$ cat src/rtl/assert_macros.svh
// ----------------------------------------------------------------------------
// assert_macros.svh
// concurrent assertion helpers for the rtl files
// ----------------------------------------------------------------------------
`ifndef ASSERT_MACROS_SVH
`define ASSERT_MACROS_SVH

// property must hold at every rising clock edge outside reset
`define HSV2RGB_ASSERT(label, clk_i, rstn_i, prop, msg) \
	label: assert property (@(posedge clk_i) disable iff (!rstn_i) prop) else $error(msg);

// condition must never be seen outside reset
`define HSV2RGB_ASSERT_NEVER(label, clk_i, rstn_i, cond, msg) \
	label: assert property (@(posedge clk_i) disable iff (!rstn_i) !(cond)) else $error(msg);

`endif

$ cat src/rtl/hsv2rgb_pkg.sv
// ----------------------------------------------------------------------------
// hsv2rgb_pkg
// shared constants and types of the hsv to rgb converter
// ----------------------------------------------------------------------------
package hsv2rgb_pkg;

	localparam int CHANNEL_BITS_DEF = 8;
	localparam int HUE_BITS         = 15;
	localparam int FRAC_BITS        = 12;
	localparam int SECTOR_BITS      = 3;
	localparam int RAW_BITS         = 4;
	localparam int NUM_RAW          = 8;
	localparam int SECTORS          = 6;
	localparam int HUE_SECTOR       = 3840;
	// twice the sector width is 15 * 2^9
	localparam int HUE_SHIFT        = 9;
	localparam int SECTOR_ODD       = 15;

	typedef enum logic [SECTOR_BITS-1:0] {
		SEC_RED     = 3'd0,
		SEC_YELLOW  = 3'd1,
		SEC_GREEN   = 3'd2,
		SEC_CYAN    = 3'd3,
		SEC_BLUE    = 3'd4,
		SEC_MAGENTA = 3'd5
	} sector_t;

	typedef struct packed {
		logic first;
		logic second;
		logic third;
	} adv3_t;

endpackage

$ cat src/rtl/hsv2rgb_hsv_if.sv
// ----------------------------------------------------------------------------
// hsv2rgb_hsv_if
// valid/ready channel carrying one hsv pixel
// ----------------------------------------------------------------------------
interface hsv2rgb_hsv_if #(
	parameter int CHANNEL_BITS = hsv2rgb_pkg::CHANNEL_BITS_DEF
);
	logic                             valid;
	logic                             ready;
	logic [hsv2rgb_pkg::HUE_BITS-1:0] hue;
	logic [CHANNEL_BITS-1:0]          saturation;
	logic [CHANNEL_BITS-1:0]          brightness;

	modport source (output valid, output hue, output saturation, output brightness, input ready);
	modport sink (input valid, input hue, input saturation, input brightness, output ready);
endinterface

$ cat src/rtl/hsv2rgb_rgb_if.sv
// ----------------------------------------------------------------------------
// hsv2rgb_rgb_if
// valid/ready channel carrying one rgb pixel
// ----------------------------------------------------------------------------
interface hsv2rgb_rgb_if #(
	parameter int CHANNEL_BITS = hsv2rgb_pkg::CHANNEL_BITS_DEF
);
	logic                    valid;
	logic                    ready;
	logic [CHANNEL_BITS-1:0] red;
	logic [CHANNEL_BITS-1:0] green;
	logic [CHANNEL_BITS-1:0] blue;

	modport source (output valid, output red, output green, output blue, input ready);
	modport sink (input valid, input red, input green, input blue, output ready);
endinterface

$ cat src/rtl/hsv2rgb_sector.sv
// ----------------------------------------------------------------------------
// hsv2rgb_sector
// first stage: hue wrap, sector number and fraction within the sector
// ----------------------------------------------------------------------------
module hsv2rgb_sector (
	input  logic                                clk,
	input  logic                                en,
	input  logic [hsv2rgb_pkg::HUE_BITS-1:0]    hue,
	output hsv2rgb_pkg::sector_t                sector_s1,
	output logic [hsv2rgb_pkg::FRAC_BITS-1:0]   frac_s1
);
	logic [hsv2rgb_pkg::RAW_BITS-1:0]  raw;
	logic [hsv2rgb_pkg::RAW_BITS-1:0]  sec_raw;
	logic [hsv2rgb_pkg::HUE_BITS-1:0]  base;
	logic [hsv2rgb_pkg::HUE_BITS-1:0]  diff;

	// sectors above a full turn fold back by six
	always_comb begin
		raw = '0;
		for (int k = 1; k <= hsv2rgb_pkg::NUM_RAW; k++) begin
			if (hue >= hsv2rgb_pkg::HUE_BITS'(k * hsv2rgb_pkg::HUE_SECTOR)) begin
				raw = raw + hsv2rgb_pkg::RAW_BITS'(1);
			end
		end
		base = hsv2rgb_pkg::HUE_BITS'(32'(raw) * hsv2rgb_pkg::HUE_SECTOR);
		diff = hue - base;
		if (raw >= hsv2rgb_pkg::RAW_BITS'(hsv2rgb_pkg::SECTORS)) begin
			sec_raw = raw - hsv2rgb_pkg::RAW_BITS'(hsv2rgb_pkg::SECTORS);
		end else begin
			sec_raw = raw;
		end
	end

	always_ff @(posedge clk) begin
		if (en) begin
			sector_s1 <= hsv2rgb_pkg::sector_t'(sec_raw[hsv2rgb_pkg::SECTOR_BITS-1:0]);
			frac_s1   <= diff[hsv2rgb_pkg::FRAC_BITS-1:0];
		end
	end
endmodule

$ cat src/rtl/hsv2rgb_prod.sv
// ----------------------------------------------------------------------------
// hsv2rgb_prod
// stages two to four: saturation products and rounded dividends
// ----------------------------------------------------------------------------
module hsv2rgb_prod #(
	parameter int CHANNEL_BITS = hsv2rgb_pkg::CHANNEL_BITS_DEF
) (
	input  logic                               clk,
	input  hsv2rgb_pkg::adv3_t                 adv,
	input  logic [CHANNEL_BITS-1:0]            sat_s1,
	input  logic [CHANNEL_BITS-1:0]            bri_s1,
	input  logic [hsv2rgb_pkg::FRAC_BITS-1:0]  frac_s1,
	output logic [2*CHANNEL_BITS:0]            yp_s4,
	output logic [2*CHANNEL_BITS+4:0]          yq_s4,
	output logic [2*CHANNEL_BITS+4:0]          yt_s4
);
	localparam int FB     = hsv2rgb_pkg::FRAC_BITS;
	localparam int VSW    = 2 * CHANNEL_BITS;
	localparam int AW     = VSW + FB;
	localparam int SW     = VSW + 14;
	localparam int YPW    = VSW + 1;
	localparam int CHMAX  = (1 << CHANNEL_BITS) - 1;
	localparam logic [SW-1:0]  DEN_M1 = SW'(hsv2rgb_pkg::HUE_SECTOR * CHMAX - 1);
	localparam logic [YPW-1:0] HALF_M = YPW'((CHMAX - 1) / 2);
	localparam logic [FB-1:0]  SEC_W  = FB'(hsv2rgb_pkg::HUE_SECTOR);

	logic [VSW-1:0] vs_s2;
	logic [FB-1:0]  frac_s2;
	logic [FB-1:0]  cfrac_s2;
	logic [AW-1:0]  aq_s3;
	logic [AW-1:0]  at_s3;
	logic [VSW-1:0] vs_s3;
	logic [SW-1:0]  sum_q;
	logic [SW-1:0]  sum_t;

	always_comb begin
		sum_q = (SW'(aq_s3) << 1) + DEN_M1;
		sum_t = (SW'(at_s3) << 1) + DEN_M1;
	end

	always_ff @(posedge clk) begin
		if (adv.first) begin
			vs_s2    <= VSW'(sat_s1) * VSW'(bri_s1);
			frac_s2  <= frac_s1;
			cfrac_s2 <= SEC_W - frac_s1;
		end
		if (adv.second) begin
			aq_s3 <= AW'(vs_s2) * AW'(frac_s2);
			at_s3 <= AW'(vs_s2) * AW'(cfrac_s2);
			vs_s3 <= vs_s2;
		end
		if (adv.third) begin
			yq_s4 <= sum_q[SW-1:hsv2rgb_pkg::HUE_SHIFT];
			yt_s4 <= sum_t[SW-1:hsv2rgb_pkg::HUE_SHIFT];
			yp_s4 <= YPW'(vs_s3) + HALF_M;
		end
	end
endmodule

$ cat src/rtl/hsv2rgb_div.sv
// ----------------------------------------------------------------------------
// hsv2rgb_div
// three stage divider by a constant: reciprocal estimate, back product,
// one step correction
// ----------------------------------------------------------------------------
module hsv2rgb_div #(
	parameter int YW  = 21,
	parameter int QW  = 8,
	parameter int DIV = 3825
) (
	input  logic               clk,
	input  hsv2rgb_pkg::adv3_t adv,
	input  logic [YW-1:0]      y,
	output logic [QW-1:0]      quot_s3
);
	localparam int DW  = $clog2(DIV + 1);
	localparam int RW  = YW - DW + 1;
	localparam int PW  = YW + RW;
	localparam int QDW = QW + DW;
	localparam logic [RW-1:0] RECIP = RW'((65'd1 << YW) / DIV);
	localparam logic [YW-1:0] DIV_Y = YW'(DIV);

	logic [PW-1:0]  prod;
	logic [YW-1:0]  y_s1;
	logic [QW-1:0]  qe_s1;
	logic [YW-1:0]  y_s2;
	logic [QW-1:0]  qe_s2;
	logic [QDW-1:0] qd_s2;
	logic [YW-1:0]  rem;

	// estimate is the quotient or one below it
	always_comb begin
		prod = PW'(y) * PW'(RECIP);
		rem  = y_s2 - YW'(qd_s2);
	end

	always_ff @(posedge clk) begin
		if (adv.first) begin
			y_s1  <= y;
			qe_s1 <= prod[YW +: QW];
		end
		if (adv.second) begin
			y_s2  <= y_s1;
			qe_s2 <= qe_s1;
			qd_s2 <= QDW'(qe_s1) * QDW'(DIV);
		end
		if (adv.third) begin
			quot_s3 <= qe_s2 + QW'(rem >= DIV_Y);
		end
	end
endmodule

$ cat src/rtl/hsv_to_rgb_convert.sv
// ----------------------------------------------------------------------------
// hsv_to_rgb_convert
// throughput: one pixel per cycle while the output is ready, through eight register stages
// each stage holds while it is full and its successor holds, so bubbles close up
// reset clears the stage valid bits only; datapath registers are not reset and keep their state
// ----------------------------------------------------------------------------
`include "assert_macros.svh"

module hsv_to_rgb_convert #(
	parameter int CHANNEL_BITS = hsv2rgb_pkg::CHANNEL_BITS_DEF
) (
	input  logic             clk,
	input  logic             arst_n,
	hsv2rgb_hsv_if.sink      hsv,
	hsv2rgb_rgb_if.source    rgb
);
	localparam int STAGES = 8;
	localparam int CHMAX  = (1 << CHANNEL_BITS) - 1;
	localparam int YPW    = 2 * CHANNEL_BITS + 1;
	localparam int YQW    = 2 * CHANNEL_BITS + 5;

	logic                              en    [1:STAGES];
	logic                              vld_s [1:STAGES];
	logic [CHANNEL_BITS-1:0]           sat_s1;
	logic [CHANNEL_BITS-1:0]           bri_s [1:STAGES-1];
	hsv2rgb_pkg::sector_t              sector_s1;
	hsv2rgb_pkg::sector_t              sec_s [2:STAGES-1];
	logic [hsv2rgb_pkg::FRAC_BITS-1:0] frac_s1;
	logic [YPW-1:0]                    yp_s4;
	logic [YQW-1:0]                    yq_s4;
	logic [YQW-1:0]                    yt_s4;
	logic [CHANNEL_BITS-1:0]           quot_p;
	logic [CHANNEL_BITS-1:0]           quot_q;
	logic [CHANNEL_BITS-1:0]           quot_t;
	logic [CHANNEL_BITS-1:0]           p_val;
	logic [CHANNEL_BITS-1:0]           q_val;
	logic [CHANNEL_BITS-1:0]           t_val;
	logic [CHANNEL_BITS-1:0]           v_val;
	logic [CHANNEL_BITS-1:0]           red_d;
	logic [CHANNEL_BITS-1:0]           green_d;
	logic [CHANNEL_BITS-1:0]           blue_d;
	logic [CHANNEL_BITS-1:0]           red_s8;
	logic [CHANNEL_BITS-1:0]           green_s8;
	logic [CHANNEL_BITS-1:0]           blue_s8;
	hsv2rgb_pkg::adv3_t                adv_prod;
	hsv2rgb_pkg::adv3_t                adv_div;

	// a stage advances when empty or when the next one advances
	always_comb begin
		en[STAGES] = !vld_s[STAGES] || rgb.ready;
		for (int k = STAGES - 1; k >= 1; k--) begin
			en[k] = !vld_s[k] || en[k+1];
		end
	end

	assign hsv.ready = en[1];
	assign adv_prod  = '{first: en[2], second: en[3], third: en[4]};
	assign adv_div   = '{first: en[5], second: en[6], third: en[7]};

	always_ff @(posedge clk or negedge arst_n) begin
		if (!arst_n) begin
			for (int k = 1; k <= STAGES; k++) begin
				vld_s[k] <= 1'b0;
			end
		end else begin
			if (en[1]) begin
				vld_s[1] <= hsv.valid;
			end
			for (int k = 2; k <= STAGES; k++) begin
				if (en[k]) begin
					vld_s[k] <= vld_s[k-1];
				end
			end
		end
	end

	// brightness and sector ride along with the datapath
	always_ff @(posedge clk) begin
		if (en[1]) begin
			sat_s1   <= hsv.saturation;
			bri_s[1] <= hsv.brightness;
		end
		for (int k = 2; k <= STAGES - 1; k++) begin
			if (en[k]) begin
				bri_s[k] <= bri_s[k-1];
			end
		end
		if (en[2]) begin
			sec_s[2] <= sector_s1;
		end
		for (int k = 3; k <= STAGES - 1; k++) begin
			if (en[k]) begin
				sec_s[k] <= sec_s[k-1];
			end
		end
	end

	hsv2rgb_sector u_sector (
		.clk       (clk),
		.en        (en[1]),
		.hue       (hsv.hue),
		.sector_s1 (sector_s1),
		.frac_s1   (frac_s1)
	);

	hsv2rgb_prod #(
		.CHANNEL_BITS (CHANNEL_BITS)
	) u_prod (
		.clk     (clk),
		.adv     (adv_prod),
		.sat_s1  (sat_s1),
		.bri_s1  (bri_s[1]),
		.frac_s1 (frac_s1),
		.yp_s4   (yp_s4),
		.yq_s4   (yq_s4),
		.yt_s4   (yt_s4)
	);

	hsv2rgb_div #(
		.YW  (YPW),
		.QW  (CHANNEL_BITS),
		.DIV (CHMAX)
	) u_div_p (
		.clk     (clk),
		.adv     (adv_div),
		.y       (yp_s4),
		.quot_s3 (quot_p)
	);

	hsv2rgb_div #(
		.YW  (YQW),
		.QW  (CHANNEL_BITS),
		.DIV (hsv2rgb_pkg::SECTOR_ODD * CHMAX)
	) u_div_q (
		.clk     (clk),
		.adv     (adv_div),
		.y       (yq_s4),
		.quot_s3 (quot_q)
	);

	hsv2rgb_div #(
		.YW  (YQW),
		.QW  (CHANNEL_BITS),
		.DIV (hsv2rgb_pkg::SECTOR_ODD * CHMAX)
	) u_div_t (
		.clk     (clk),
		.adv     (adv_div),
		.y       (yt_s4),
		.quot_s3 (quot_t)
	);

	// channel ordering per sector
	always_comb begin
		v_val = bri_s[STAGES-1];
		p_val = v_val - quot_p;
		q_val = v_val - quot_q;
		t_val = v_val - quot_t;
		unique case (sec_s[STAGES-1])
			hsv2rgb_pkg::SEC_RED: begin
				red_d = v_val; green_d = t_val; blue_d = p_val;
			end
			hsv2rgb_pkg::SEC_YELLOW: begin
				red_d = q_val; green_d = v_val; blue_d = p_val;
			end
			hsv2rgb_pkg::SEC_GREEN: begin
				red_d = p_val; green_d = v_val; blue_d = t_val;
			end
			hsv2rgb_pkg::SEC_CYAN: begin
				red_d = p_val; green_d = q_val; blue_d = v_val;
			end
			hsv2rgb_pkg::SEC_BLUE: begin
				red_d = t_val; green_d = p_val; blue_d = v_val;
			end
			hsv2rgb_pkg::SEC_MAGENTA: begin
				red_d = v_val; green_d = p_val; blue_d = q_val;
			end
			default: begin
				red_d = v_val; green_d = p_val; blue_d = q_val;
			end
		endcase
	end

	always_ff @(posedge clk) begin
		if (en[STAGES]) begin
			red_s8   <= red_d;
			green_s8 <= green_d;
			blue_s8  <= blue_d;
		end
	end

	assign rgb.valid = vld_s[STAGES];
	assign rgb.red   = red_s8;
	assign rgb.green = green_s8;
	assign rgb.blue  = blue_s8;

	`HSV2RGB_ASSERT(a_quot_le_bri, clk, arst_n, vld_s[7] |-> (quot_p <= bri_s[7] && quot_q <= bri_s[7] && quot_t <= bri_s[7]), "subtrahend exceeds brightness")
	`HSV2RGB_ASSERT(a_p_smallest, clk, arst_n, vld_s[7] |-> (quot_p >= quot_q && quot_p >= quot_t), "p channel not the smallest")
	`HSV2RGB_ASSERT_NEVER(a_no_block, clk, arst_n, !vld_s[STAGES] && !hsv.ready, "input blocked with empty output stage")
endmodule

$ cat src/flat_wrapper.sv
// flat-port wrapper written by rule: the top's interface ports become plain ports
module hsv_to_rgb_convert_flat 
#(
	parameter int CHANNEL_BITS = hsv2rgb_pkg::CHANNEL_BITS_DEF
)
  (clk, arst_n, hsv_valid, hsv_hue, hsv_saturation, hsv_brightness, hsv_ready, rgb_valid, rgb_red, rgb_green, rgb_blue, rgb_ready);
  hsv2rgb_hsv_if #(.CHANNEL_BITS(CHANNEL_BITS)) hsv_i ();
  hsv2rgb_rgb_if #(.CHANNEL_BITS(CHANNEL_BITS)) rgb_i ();
  input  logic clk;
  input  logic arst_n;
  input wire logic [$bits(hsv_i.valid)-1:0] hsv_valid;
  input wire logic [$bits(hsv_i.hue)-1:0] hsv_hue;
  input wire logic [$bits(hsv_i.saturation)-1:0] hsv_saturation;
  input wire logic [$bits(hsv_i.brightness)-1:0] hsv_brightness;
  output wire logic [$bits(hsv_i.ready)-1:0] hsv_ready;
  output wire logic [$bits(rgb_i.valid)-1:0] rgb_valid;
  output wire logic [$bits(rgb_i.red)-1:0] rgb_red;
  output wire logic [$bits(rgb_i.green)-1:0] rgb_green;
  output wire logic [$bits(rgb_i.blue)-1:0] rgb_blue;
  input wire logic [$bits(rgb_i.ready)-1:0] rgb_ready;
  assign hsv_i.valid = hsv_valid;
  assign hsv_i.hue = hsv_hue;
  assign hsv_i.saturation = hsv_saturation;
  assign hsv_i.brightness = hsv_brightness;
  assign hsv_ready = hsv_i.ready;
  assign rgb_valid = rgb_i.valid;
  assign rgb_red = rgb_i.red;
  assign rgb_green = rgb_i.green;
  assign rgb_blue = rgb_i.blue;
  assign rgb_i.ready = rgb_ready;
  hsv_to_rgb_convert #(.CHANNEL_BITS(CHANNEL_BITS)) u_core (.clk(clk), .arst_n(arst_n), .hsv(hsv_i), .rgb(rgb_i));
endmodule
$ cat config.mk
export PLATFORM = sky130hd
export DESIGN_NAME = hsv_to_rgb_convert_flat
export DESIGN_NICKNAME = d
export VERILOG_FILES = /design/src/rtl/hsv2rgb_pkg.sv /design/src/rtl/hsv2rgb_hsv_if.sv /design/src/rtl/hsv2rgb_rgb_if.sv /design/src/rtl/hsv2rgb_sector.sv /design/src/rtl/hsv2rgb_prod.sv /design/src/rtl/hsv2rgb_div.sv /design/src/rtl/hsv_to_rgb_convert.sv /design/src/flat_wrapper.sv
export VERILOG_INCLUDE_DIRS = /design/src /design/src/rtl
export SDC_FILE = /design/constraint.sdc
export NUM_CORES = 2
export LEC_CHECK = 0
export CAP_MARGIN = 20
export CELL_PAD_IN_SITES_DETAIL_PLACEMENT = 0
export CELL_PAD_IN_SITES_GLOBAL_PLACEMENT = 1
export CORE_ASPECT_RATIO = 1.1
export CORE_UTILIZATION = 55
export DETAILED_ROUTE_END_ITERATION = 16
export DONT_BUFFER_PORTS = 1
export HOLD_SLACK_MARGIN = 0.06
export PLACE_DENSITY_LB_ADDON = 0.2
export SYNTH_ARGS = -nofsm -noshare
export SYNTH_HDL_FRONTEND = slang
export SYNTH_SLANG_ARGS = --single-unit
$ cat constraint.sdc
create_clock -name clk -period 17.2 [get_ports clk]
set_input_delay 1.72 -clock clk [delete_from_list [all_inputs] [get_ports clk]]
set_output_delay 1.72 -clock clk [all_outputs]
set_load 0.005 [all_outputs]
* After elaboration in Yosys (flattened, before gate mapping)
Memories as Yosys holds them, arrays and structs flattened. Index checks and enable logic that the tools add are counted. Widths: inputs -> output; s select.
Storage, ports and cells: logic and storage cells 138, RAM bits 74, output and inout bits 26, memories 2, bits of input ports 35, register bits after elaboration 472
Memory list:
- u_core.bri_s | depth 7, bits a word 8, read ports 7, clocked after Yosys merged registers in 0, wr ports 7, RTL line hsv_to_rgb_convert.sv:25 | logic [CHANNEL_BITS-1:0] bri_s [1:STAGES-1];
- u_core.sec_s | depth 6, bits a word 3, read ports 6, clocked after Yosys merged registers in 0, wr ports 6, RTL line hsv_to_rgb_convert.sv:27 | hsv2rgb_pkg::sector_t sec_s [2:STAGES-1];
Cells by class: add/sub/neg operators 22, muxes and demuxes 26, $lt $le $gt $ge 12, reduce and logical (&&, ||, !) cells 21, multiply operators 10, equal/unequal tests 4
Operator list (count):
- $pmux 8 s3 | 3
- $add 29x20->30 const B | 2
- $ge 15x15->1 const B | 4
- $mul 16x12->28 | 2
- $mul 21x8->27 const B | 2
- $ge 21x12->1 const B | 2
- $sub 21x20->21 | 2
- $mul 8x12->20 const B | 2
- $ge 15x14->1 const B | 2
- $add 4x1->4 const B | 7
- $mux 4 | 7
- $add 8x1->8 | 3
- $mul 17x9->24 const B | 1
- $sub 8x8->8 | 3
- $add 16x7->17 const B | 1
- $ge 17x8->1 const B | 1
- $sub 17x16->17 | 1
- $mul 8x8->16 | 1
- $mul 8x8->16 const B | 1
- $ge 15x12->1 const B | 1
- $ge 15x13->1 const B | 1
- $mux 1 | 15
- $sub 12x12->12 | 1
- $sub 12x12->12 const A | 1
- 11 further kinds | 29

* Depth between registers and ports, before layout
depth in word-level cells 18, gate-level depth with buffers 28, depth with buffers taken out 27

* Modules after synthesis
Synthesis repeated with hierarchy kept, for this count alone.
Second synthesis, totals: cells, all modules 4368, area, all modules 47021.3 µm²
By module, submodules not included:
- hsv2rgb_prod | times used 1, cells an instance 2037, sequential area each 5074.9 µm², area each 20474.6 µm²
- hsv2rgb_div at u_core.u_div_t | times used 1, cells an instance 652, sequential area each 2462.4 µm², area each 7126.8 µm²
- hsv2rgb_div at u_core.u_div_q | times used 1, cells an instance 638, sequential area each 2462.4 µm², area each 7023.0 µm²
- hsv_to_rgb_convert | times used 1, cells an instance 460, sequential area each 3383.2 µm², area each 5691.7 µm²
- hsv2rgb_div at u_core.u_div_p | times used 1, cells an instance 456, sequential area each 2192.1 µm², area each 5330.1 µm²
- hsv2rgb_sector | times used 1, cells an instance 125, sequential area each 450.4 µm², area each 1375.1 µm²

* Worst setup path before layout
Ideal clock, no wire load.
path type input to output, from input port rgb_ready, to output port hsv_ready, arrival time 5413 ps, path slack 10067 ps, cell stages on the path 6, required time 15480 ps, buffers on the path 0, cells stage by stage nor2b_1 -> and2_1 -> and3_1 -> nand3_1 -> inv_1 -> nand3_1
RTL lines:
- start: declaration | RTL line flat_wrapper.sv:20 | input wire logic [$bits(rgb_i.ready)-1:0] rgb_ready;
- end: declaration | RTL line flat_wrapper.sv:15 | output wire logic [$bits(hsv_i.ready)-1:0] hsv_ready;

* Worst setup path in the final report
from register u_core.u_prod.vs_s2[2], to register u_core.u_prod.at_s3[27] (data pin)
Between the ends: word-level cells in the longest chain between the ends 1
Ends and longest elaborated chain:
- start: declaration | RTL line hsv2rgb_prod.sv:27 | logic [VSW-1:0] vs_s2;
- start signal: assignment | RTL line hsv2rgb_prod.sv:43 | vs_s2 <= VSW'(sat_s1) * VSW'(bri_s1);
- $mul 16x12->28 | RTL line hsv2rgb_prod.sv:49 | at_s3 <= AW'(vs_s2) * AW'(cfrac_s2);
- end signal: assignment | RTL line hsv2rgb_prod.sv:49
- end: declaration | RTL line hsv2rgb_prod.sv:31 | logic [AW-1:0] at_s3;
Every way passes these cells. A chain may end at the register's enable or synchronous reset.

==> flow_summary.json <==
{
  "status": "complete, no violations",
  "grt_max_degree": 72,
  "worstMarginPinSlew_ns": 1.13,
  "rows": 110,
  "synthDistinctLibCells": 77,
  "die_area_um2": 83800,
  "grt_overflow_total": 0,
  "synth_area_per_cell_um2": 10.8,
  "drtPass1Iterations": 6,
  "critPathKind": "flip-flop to flip-flop",
  "hp-class": "flip-flop to flip-flop",
  "cts-buffers-inserted": 61,
  "post_cts_buffers": 0,
  "dp.final_hpwl_mm": 68.8,
  "syn_inst": 4219,
  "antenna_found_initial": 1,
  "holdBufCountCts": 0,
  "crit_buf_inv": 3,
  "cts_root_buf": "clkbuf_16",
  "ys_seq_elements": 535,
  "grt_first_pass_wirelength_mm": 148,
  "timing.fmax_mhz": 150,
  "io-pin-count": 61,
  "initial_core_util_pct": 55.6,
  "skew_ns": 0.0603,
  "maxSlewViolCount": 0,
  "htree_num_levels": 2,
  "finalSetupTns_ns": 0,
  "required_ns": 17.57,
  "instances_no_fill": 5339,
  "layout_min_cycle_time_ns": 6.68,
  "final_antenna_net_count": 0,
  "cts_resized": 0,
  "crit_top_cell": "fa_1",
  "cts_sinks": 535,
  "gp_congestion": 0.857,
  "path_cells": "nand2_1 -> fa_1 -> fa_1 -> inv_1 -> fa_1 -> fa_1 -> inv_1 -> fa_1 -> inv_1 -> ha_1 -> a21oi_1 -> nand2_1 -> a41oi_1 -> o41ai_1 -> a21oi_1 -> o211ai_1 -> o2111ai_1 -> nand2_1 -> a221oi_1 -> xnor2_1",
  "vias_per_cell": 5.27,
  "path_delay_family": "adder cells",
  "grt_usage_pct": 22.0,
  "timing.final.crit_share_pct": 38.8,
  "critPathMaxStageDelay_ns": 1.05,
  "dp_cells": 5227,
  "post_drt_wl_per_cell_um": 16.6,
  "nets": 5241,
  "setup_ws_ns": 10.52,
  "syn-num-nets": 5234,
  "die_h_um": 303,
  "area_growth_pct": 7.36,
  "ys_seq_area_share_pct": 35.3,
  "setup_viol": 0,
  "synth_edf_count": 527,
  "critical_path_arrival_ns": 7.05,
  "die_width_um": 276,
  "first_global_vias": 28642,
  "clkTransAtPathRegs_ns": 0.07,
  "core_area_um2": 81800,
  "finalWirelength_mm": 88.9,
  "drc_errors": 0,
  "cts_tree": "built",
  "syn_area_um2": 45400,
  "slew_headroom_pct": 24.6,
  "hold_violations": 0,
  "async_flop_share_pct": 1.50,
  "diodes": 0,
  "drive_above_1_share_pct": 3.58,
  "drt_iter0_drc": 1487,
  "fin_util_pct": 59.7,
  "cts_buffer_depth": 3,
  "drv_cap": 0,
  "critPathCaptureType": "flip-flop",
  "port_buffers": 0,
  "vias": 28141,
  "synth_warnings": 0,
  "rsz0062_at_grt": "no",
  "preCtsSetupSlack_ns": 10.39,
  "crit_path_max_fanout": 24,
  "worstSkewPairLatency_ns": 0.67,
  "crit_slowest_cell": "edfxtp_1",
  "start_kind": "flip-flop",
  "synth-main-ff-cell": "edfxtp_1"
}
[final timing paths]
check / startpoint / to / slack (ns) / depth (start not counted)
min in group asynchronous: arst_n / u_core.vld_s[7] / 0.74 / 0
max in group asynchronous: arst_n / u_core.vld_s[4] / 16.38 / 0
min: u_core.u_div_q.y_s1[18] / u_core.u_div_q.y_s2[18] / 0.41 / 0
max: u_core.u_prod.vs_s2[2] / u_core.u_prod.at_s3[27] / 10.52 / 20
max reg2reg: u_core.u_prod.vs_s2[2] / u_core.u_prod.at_s3[27] / 10.52 / 20
min reg2reg: u_core.u_div_q.y_s1[18] / u_core.u_div_q.y_s2[18] / 0.41 / 0
[synthesized netlist by cell type, types with 5 or more instances]
master,instances,area share (%)
nor4_1,9,0.12
ha_1,547,15
a31o_2,6,0.12
or3_1,13,0.18
o21bai_1,20,0.33
and2_1,172,2.4
nand3_1,45,0.50
o31ai_1,6,0.099
nand3b_1,5,0.083
or2_2,5,0.069
xor2_1,84,1.6
a21o_1,41,0.68
o211ai_1,11,0.18
a221oi_1,5,0.096
nor3_1,48,0.53
o22ai_1,5,0.069
inv_1,871,7.2
and3_1,17,0.23
o21a_1,24,0.40
clkbuf_1,70,0.58
xnor2_1,182,3.5
o21ai_0,107,1.2
nor2_1,157,1.3
a21boi_0,11,0.18
nand4_1,15,0.21
nand2_1,420,3.5
a31oi_1,24,0.33
fa_1,433,19
a2111o_1,6,0.15
nor2b_1,26,0.36
and4_1,5,0.096
a211o_1,5,0.096
mux2i_1,14,0.31
o41ai_1,6,0.12
nor3b_1,7,0.12
nand2b_1,28,0.39
o2111ai_1,5,0.096
dfrtp_1,8,0.44
a21oi_1,145,1.6
edfxtp_1,527,35
a211oi_1,12,0.20
[cell type report]
type	instances	area, um^2
Fill cell	6914	33000
Multi-Input combinational cell	2736	25900
Sequential cell	535	16000
Inverter	873	3280
Clock buffer	69	1580
Tap cell	1064	1330
Clock inverter	43	542
Timing Repair Buffer	19	143
[through the flow]
stage | cell area [um^2] | hold WS, ns
floorplan | 45400 | 0.400
global placement | 46700 | 0.400
detailed placement | 46700 | 0.405
CTS | 48800 | 0.412
global route | 48800 | 0.414
finish | 48800 | 0.412
[state kept, by name, summed over array words and instances, names as in the netlist, 11 cells and up]
signal and count:
u_core.bri_s 56, u_core.sec_s 18, u_core.u_div_p.qd_s2 15, u_core.u_div_p.y_s1 17
u_core.u_div_p.y_s2 17, u_core.u_div_q.qd_s2 16, u_core.u_div_q.y_s1 21, u_core.u_div_q.y_s2 21
u_core.u_div_t.qd_s2 16, u_core.u_div_t.y_s1 21, u_core.u_div_t.y_s2 21, u_core.u_prod.aq_s3 28
u_core.u_prod.at_s3 27, u_core.u_prod.cfrac_s2 11, u_core.u_prod.frac_s2 12, u_core.u_prod.vs_s2 16
u_core.u_prod.vs_s3 16, u_core.u_prod.yp_s4 17, u_core.u_prod.yq_s4 21, u_core.u_prod.yt_s4 21
u_core.u_sector.frac_s1 12
[metal layers]
metal / wire length (um) / part of all wire, % / GRT usage [%]
met4: 1860 / 2.1 / 5.24
met5: 0 / 0 / 0
met1: 40700 / 46 / 30.1
met3: 3690 / 4.1 / 2.98
met2: 42600 / 48 / 37.4
[cells in the final DEF (no fill, tap or decap), types with 84 or more instances in the layout]
cell / n
inv_1: 870
ha_1: 547
edfxtp_1: 527
fa_1: 433
nand2_1: 417
xnor2_1: 182
and2_1: 172
nor2_1: 157
a21oi_1: 145
o21ai_0: 107
xor2_1: 84
[worst register-to-register path: cells and delay by family, from the launching register on]
| family | cells | cell delay, ns |
|---|---|---|
| flops | 1 | 1.05 |
| simple gates | 3 | 0.45 |
| buf+inv | 3 | 0.16 |
| fa+ha+maj | 6 | 3.04 |
| compound gates | 7 | 1.56 |
| xor+xnor | 1 | 0.14 |
[cells by family (layout without fill, tap and decap cells)]
family	after synthesis	count (layout)	share of synthesized area, %
compound gates	481	481	6.76
fa+ha+maj	980	980	34.1
xor+xnor	267	267	5.16
mux	17	17	0.383
buf+inv	948	1004	7.84
flops	535	535	35.3
simple gates	991	991	10.5
Power is not shown: default switching activity piles up to over one toggle a cycle in this logic, so the estimate is an artifact.
